--- src/fisync_pkg.sv ---
// ----------------------------------------------------------------------------
// fisync_pkg
// Types and codes shared by the frame id pair synchronizer modules.
// ----------------------------------------------------------------------------
package fisync_pkg;

  localparam logic [1:0] OP_CLOUD  = 2'd0;
  localparam logic [1:0] OP_ODOM   = 2'd1;
  localparam logic [1:0] OP_CLEAR  = 2'd2;
  localparam logic [1:0] OP_UNUSED = 2'd3;

  localparam logic [1:0] REG_SYNC    = 2'd0;
  localparam logic [1:0] REG_MAX_LAG = 2'd1;
  localparam logic [1:0] REG_TIMEOUT = 2'd2;

  localparam logic EV_CLOUD = 1'b0;
  localparam logic EV_ODOM  = 1'b1;

  localparam logic [4:0]  MAX_LAG_RESET = 5'd8;
  localparam logic [31:0] TIMEOUT_RESET = 32'd1000000;

  typedef enum logic [1:0] {
    CMD_CLOUD,
    CMD_ODO,
    CMD_PASS,
    CMD_CLEAR
  } cmd_kind_t;

  typedef enum logic [1:0] {
    ST_IDLE,
    ST_EXEC,
    ST_TRIM,
    ST_PAIR
  } back_state_t;

  typedef struct packed {
    cmd_kind_t   kind;
    logic [7:0]  fid;
    logic [63:0] timestamp;
    logic [1:0]  odom_source;
    logic [31:0] payload;
  } cmd_t;

  typedef struct packed {
    logic clr;
    logic pop;
    logic rm;
    logic push;
  } q_ctl_t;

  typedef struct packed {
    logic        reject;
    logic        trim;
    logic        hit;
    logic [7:0]  hit_id;
    logic [63:0] hit_ts;
    logic [31:0] hit_pay;
  } q_stat_t;

  typedef struct packed {
    logic        event_kind;
    logic [7:0]  fid;
    logic [63:0] timestamp;
    logic [31:0] payload;
    logic [1:0]  odom_source;
    logic [31:0] odom_payload;
    logic        mismatch;
    logic        last;
  } res_t;

endpackage

--- src/fisync_front.sv ---
// ----------------------------------------------------------------------------
// fisync_front
// Accepts input beats, classifies them into commands and queues them; beats with the unused opcode are dropped.
// ----------------------------------------------------------------------------
module fisync_front (
  input  logic                 clk,
  input  logic                 rst,
  input  logic                 in_valid,
  output logic                 in_ready,
  input  logic [1:0]           opcode,
  input  logic [7:0]           fid,
  input  logic [63:0]          timestamp,
  input  logic [1:0]           odom_source,
  input  logic [31:0]          payload,
  input  logic                 sync_en,
  output logic                 cmd_valid,
  output fisync_pkg::cmd_t     cmd,
  input  logic                 cmd_pop
);
  import fisync_pkg::*;

  cmd_t       slots [2];
  logic       wr_ptr;
  logic       rd_ptr;
  logic [1:0] count;
  logic       push;
  cmd_t       cmd_in;

  assign in_ready  = (count != 2'd2);
  assign cmd_valid = (count != 2'd0);
  assign cmd       = slots[rd_ptr];

  always_comb begin
    cmd_in.fid         = fid;
    cmd_in.timestamp   = timestamp;
    cmd_in.odom_source = odom_source;
    cmd_in.payload     = payload;
    cmd_in.kind        = CMD_CLEAR;
    push               = in_valid && in_ready;
    case (opcode)
      OP_CLOUD: cmd_in.kind = sync_en ? CMD_CLOUD : CMD_PASS;
      OP_ODOM:  cmd_in.kind = CMD_ODO;
      OP_CLEAR: cmd_in.kind = CMD_CLEAR;
      default:  push = 1'b0;
    endcase
  end

  always_ff @(posedge clk) begin
    if (rst) begin
      wr_ptr <= 1'b0;
      rd_ptr <= 1'b0;
      count  <= 2'd0;
    end else begin
      if (push) wr_ptr <= !wr_ptr;
      if (cmd_pop) rd_ptr <= !rd_ptr;
      count <= count + {1'b0, push} - {1'b0, cmd_pop};
    end
  end

  always_ff @(posedge clk) begin
    if (push) slots[wr_ptr] <= cmd_in;
  end

endmodule

--- config.mk ---
export PLATFORM = sky130hd
export DESIGN_NAME = fisync_front
export DESIGN_NICKNAME = d
export VERILOG_FILES = /design/src/fisync_pkg.sv /design/src/fisync_front.sv
export SDC_FILE = /design/constraint.sdc
export NUM_CORES = 1
export LEC_CHECK = 0
export CORE_UTILIZATION = 35
export DETAILED_ROUTE_END_ITERATION = 7
export DONT_BUFFER_PORTS = 1
export GPL_TIMING_DRIVEN = 0
export PLACE_DENSITY = 0.61
export SYNTH_ARGS = -nofsm -noshare
export SYNTH_HDL_FRONTEND = slang
export SYNTH_SLANG_ARGS = --single-unit
--- constraint.sdc ---
create_clock -name clk -period 5.7 [get_ports clk]
set_input_delay 0.57 -clock clk [delete_from_list [all_inputs] [get_ports clk]]
set_output_delay 0.57 -clock clk [all_outputs]
set_load 0.02 [all_outputs]
==> qor.csv <==
stage,metric,value,unit
outcome,status,"complete, no violations",
die,Die X,154.3,µm
finish,layout cell share with drive strength beyond 1,0.4015,
worst_setup_path,Worst setup EP type,output port,
cts,CTS sink cnt,221,
global_routing,vias in the first global route,3681,
worst_setup_path,worst path cell trace,"buf_6, buf_2, mux2_2",
yosys,most common library cells after synthesis,"edfxtp_1 (216), mux2_2 (88), mux2_4 (20)",
finish,diodes inserted,0,
yosys,Ys Warns,0,
timing,fmax,432.3,MHz
global_routing,GRT Total Usage,0.1183,
pwr,Seq pwr share,0.491,
placed_design,IO buf count,0,
worst_setup_path,crit-path max cell delay,0.46,ns
cts,Max Buffers Root-to-Sink,3,
pwr,Sw Share,0.2272,
timing,Final Setup Violations,0,
die,Die ar.,0.02382,mm²
cts,clk_lat worst skew,0.49,ns
yosys,number of synthesized flops with an enable pin,216,
worst_setup_path,Critical Path RT,5.13,ns
drt,Avg WL per Cell,20.74,µm
timing,RSZ-0062 raised after global routing,no,
global_routing,first-pass GRT wire length,21370,µm
pwr,total power draw,3.999,mW
finish,FILL cells,1989,
cts,hold_buf cts,0,
finish,"Core Util, Final",0.4137,
yosys,post-synthesis area per instance,22.19,µm²
die,io pins,223,
finish,Nets,509,
cts,TritonCTS clock tree,yes,
die,Die Ht,154.3,µm
yosys,Async SR Flop Fraction,0,
drt,drt pass-1 iters,4,
pwr,internal power,3.091,mW
timing,final clock skew,0.004716,ns
timing,actual slew at the worst max-slew pin,0.8923,ns
die,std cell rows,55,
pwr,clock power share,0.395,
pwr,Static Leakage,3.080,nW
yosys,ys flop type,edfxtp_1,
cts,CTS Buf Count,23,
cts,Root Buffer,clkbuf_16,
timing,Max transition margin,0.4051,
worst_setup_path,crit-path max FO,10,
pwr,Power Density,425.7,mW/mm²
placed_design,DPL Wire Length,9820,µm
global_routing,pin count of the biggest net entering global routing,63,
yosys,Yosys top cell area share,0.7985,
timing,max-slew violation count,0,
timing,final worst path period share,0.4058,
yosys,most frequent cell after synthesis,edfxtp_1,
yosys,post-synth cell types,21,
drt,number of remaining DRC errors,0,
min_path,worst hold path type,primary input to flop,
yosys,Seq cells post-synth,221,
yosys,cell area after synthesis,0.008123,mm²
yosys,Post-Synthesis Cells,366,
global_routing,initial antenna violation count,0,
cts,Post-CTS Resized,0,
worst_setup_path,CP Class,flop to output port,
pwr,Gate power share,0.114,
job,MaxCap Viol Count,0,
drt,Starting DRT DRC Count,172,
yosys,sequential area share after synthesis,0.8108,
timing,Final Hold Viols,0,
worst_setup_path,Worst Path Arrival,1.74,ns
timing,aggregate negative setup slack,0,ns
pwr,sw power,0.9084,mW
worst_setup_path,Slowest cell on crit path,mux2_2,
die,core area,0.02271,mm²
finish,Syn-to-layout area delta,15.65,%
placed_design,Placer Congestion,0.6921,
worst_setup_path,Top delay family on crit path,multiplexers,
pwr,maximum VDD drop,0.2613,mV
cts,Worst-path clk slew,0.06,ns
worst_setup_path,Critical path buffers and inverters,2,
cts,H-tree depth,1,
yosys,"top cells by area, synth","edfxtp_1 (80%), mux2_2 (12%), mux2_4 (3.7%)",
die,Starting Density,0.3577,
yosys,"area leader, netlist",edfxtp_1,
global_routing,total gr overflow,0,
cts,setup repair bufs after CTS,0,
drt,drt total wl,14430,µm
drt,vias per inst,4.839,
drt,Vias,3368,
worst_setup_path,Worst Setup Start Kind,flop,
drt,post-route ant nets,0,
yosys,syn_nets,480,
timing,Tmin final,2.313,ns
cells in the final DEF, fill, tap and decap left out, drive strengths merged:
master and instances:
a21bo 2, a21oi 1, buf 16, bufinv 6
clkbuf 25, clkinv 8, clkinvlp 2, dfxtp 5
edfxtp 216, ha 1, inv 4, mux2 108
nand2b 1, nor2 4, nor2b 2, o2111ai 1
o21ai 2, o21bai 1, or2 2, or3 1
xnor2 3
final cells by class:
cell class | count | area, µm² | share of cell area
clock inverter | 16 | 234.0 | 0.02491
timing repair buffer | 4 | 87.58 | 0.009323
inverter | 4 | 17.52 | 0.001865
multi-input combinational | 129 | 1444 | 0.1537
sequential | 221 | 6586 | 0.7011
tap | 285 | 356.6 | 0.03796
buffer | 12 | 85.08 | 0.009057
clock buffer | 25 | 583.1 | 0.06207
sequential cells by signal (all words and copies together) (netlist names), named ones only:
signal  cells
rd_ptr      1
slots     216
count       2
wr_ptr      1
routing by layer:
layer  routed length (µm)  global-route usage  share of wire  up-vias
met2                 7337              0.2093           0.51      159
met5                    0                   0              0        -
li1                     -                   -              -     1505
met1                 5008              0.1219           0.35     1677
met4                  470             0.04385          0.033        0
met3                 1616             0.05548           0.11       27
path summary, 6_finish.rpt:
path	start	to	slack (ns)	cells after the start
setup / recovery	flop	cmd[46]	3.39	3
hold / removal	rst	count[0]	0.14	1
setup reg to reg	count[1]	slots[0][21]	3.48	4
hold reg to reg	wr_ptr	wr_ptr	0.50	2
power by group through the flow:
stage,clock (mW),sequential [mW],combinational [mW]
finish,1.58,1.96,0.455
global placement,0,2.01,0.442
global route,1.69,1.97,0.481
floorplan,0,2.00,0.373
CTS,1.64,1.96,0.467
detailed placement,0,2.00,0.465
cell families after synthesis:
family,share of synthesized area
and+or+nand+nor,0.006778
muxes,0.1590
AOI/OAI and AO/OA,0.006316
xor gates and xnor gates,0.003235
buffers and inverters,0.01232
adders and majority gates,0.001540
DFF,0.8108
stage by stage:
stage	hold slack (ns)	cell area (µm²)	cells	setup WS [ns]
after global routing	0.1142	9394	696	3.275
after global placement	0.4782	8482	651	0.04899
final	0.1420	9394	696	3.387
after CTS	0.1091	9394	696	3.278
after floorplan	0.4562	8125	366	1.486
after detailed placement	0.4874	8577	655	3.129
worst register-to-register path, cell delays in order (launching register included):
cell,delay (ns)
dfxtp_1,0.33
nor2b_2,0.18
or3_1,0.41
inv_4,0.63
buf_16,0.32
Note: power is estimated with default switching activity, not from simulation.
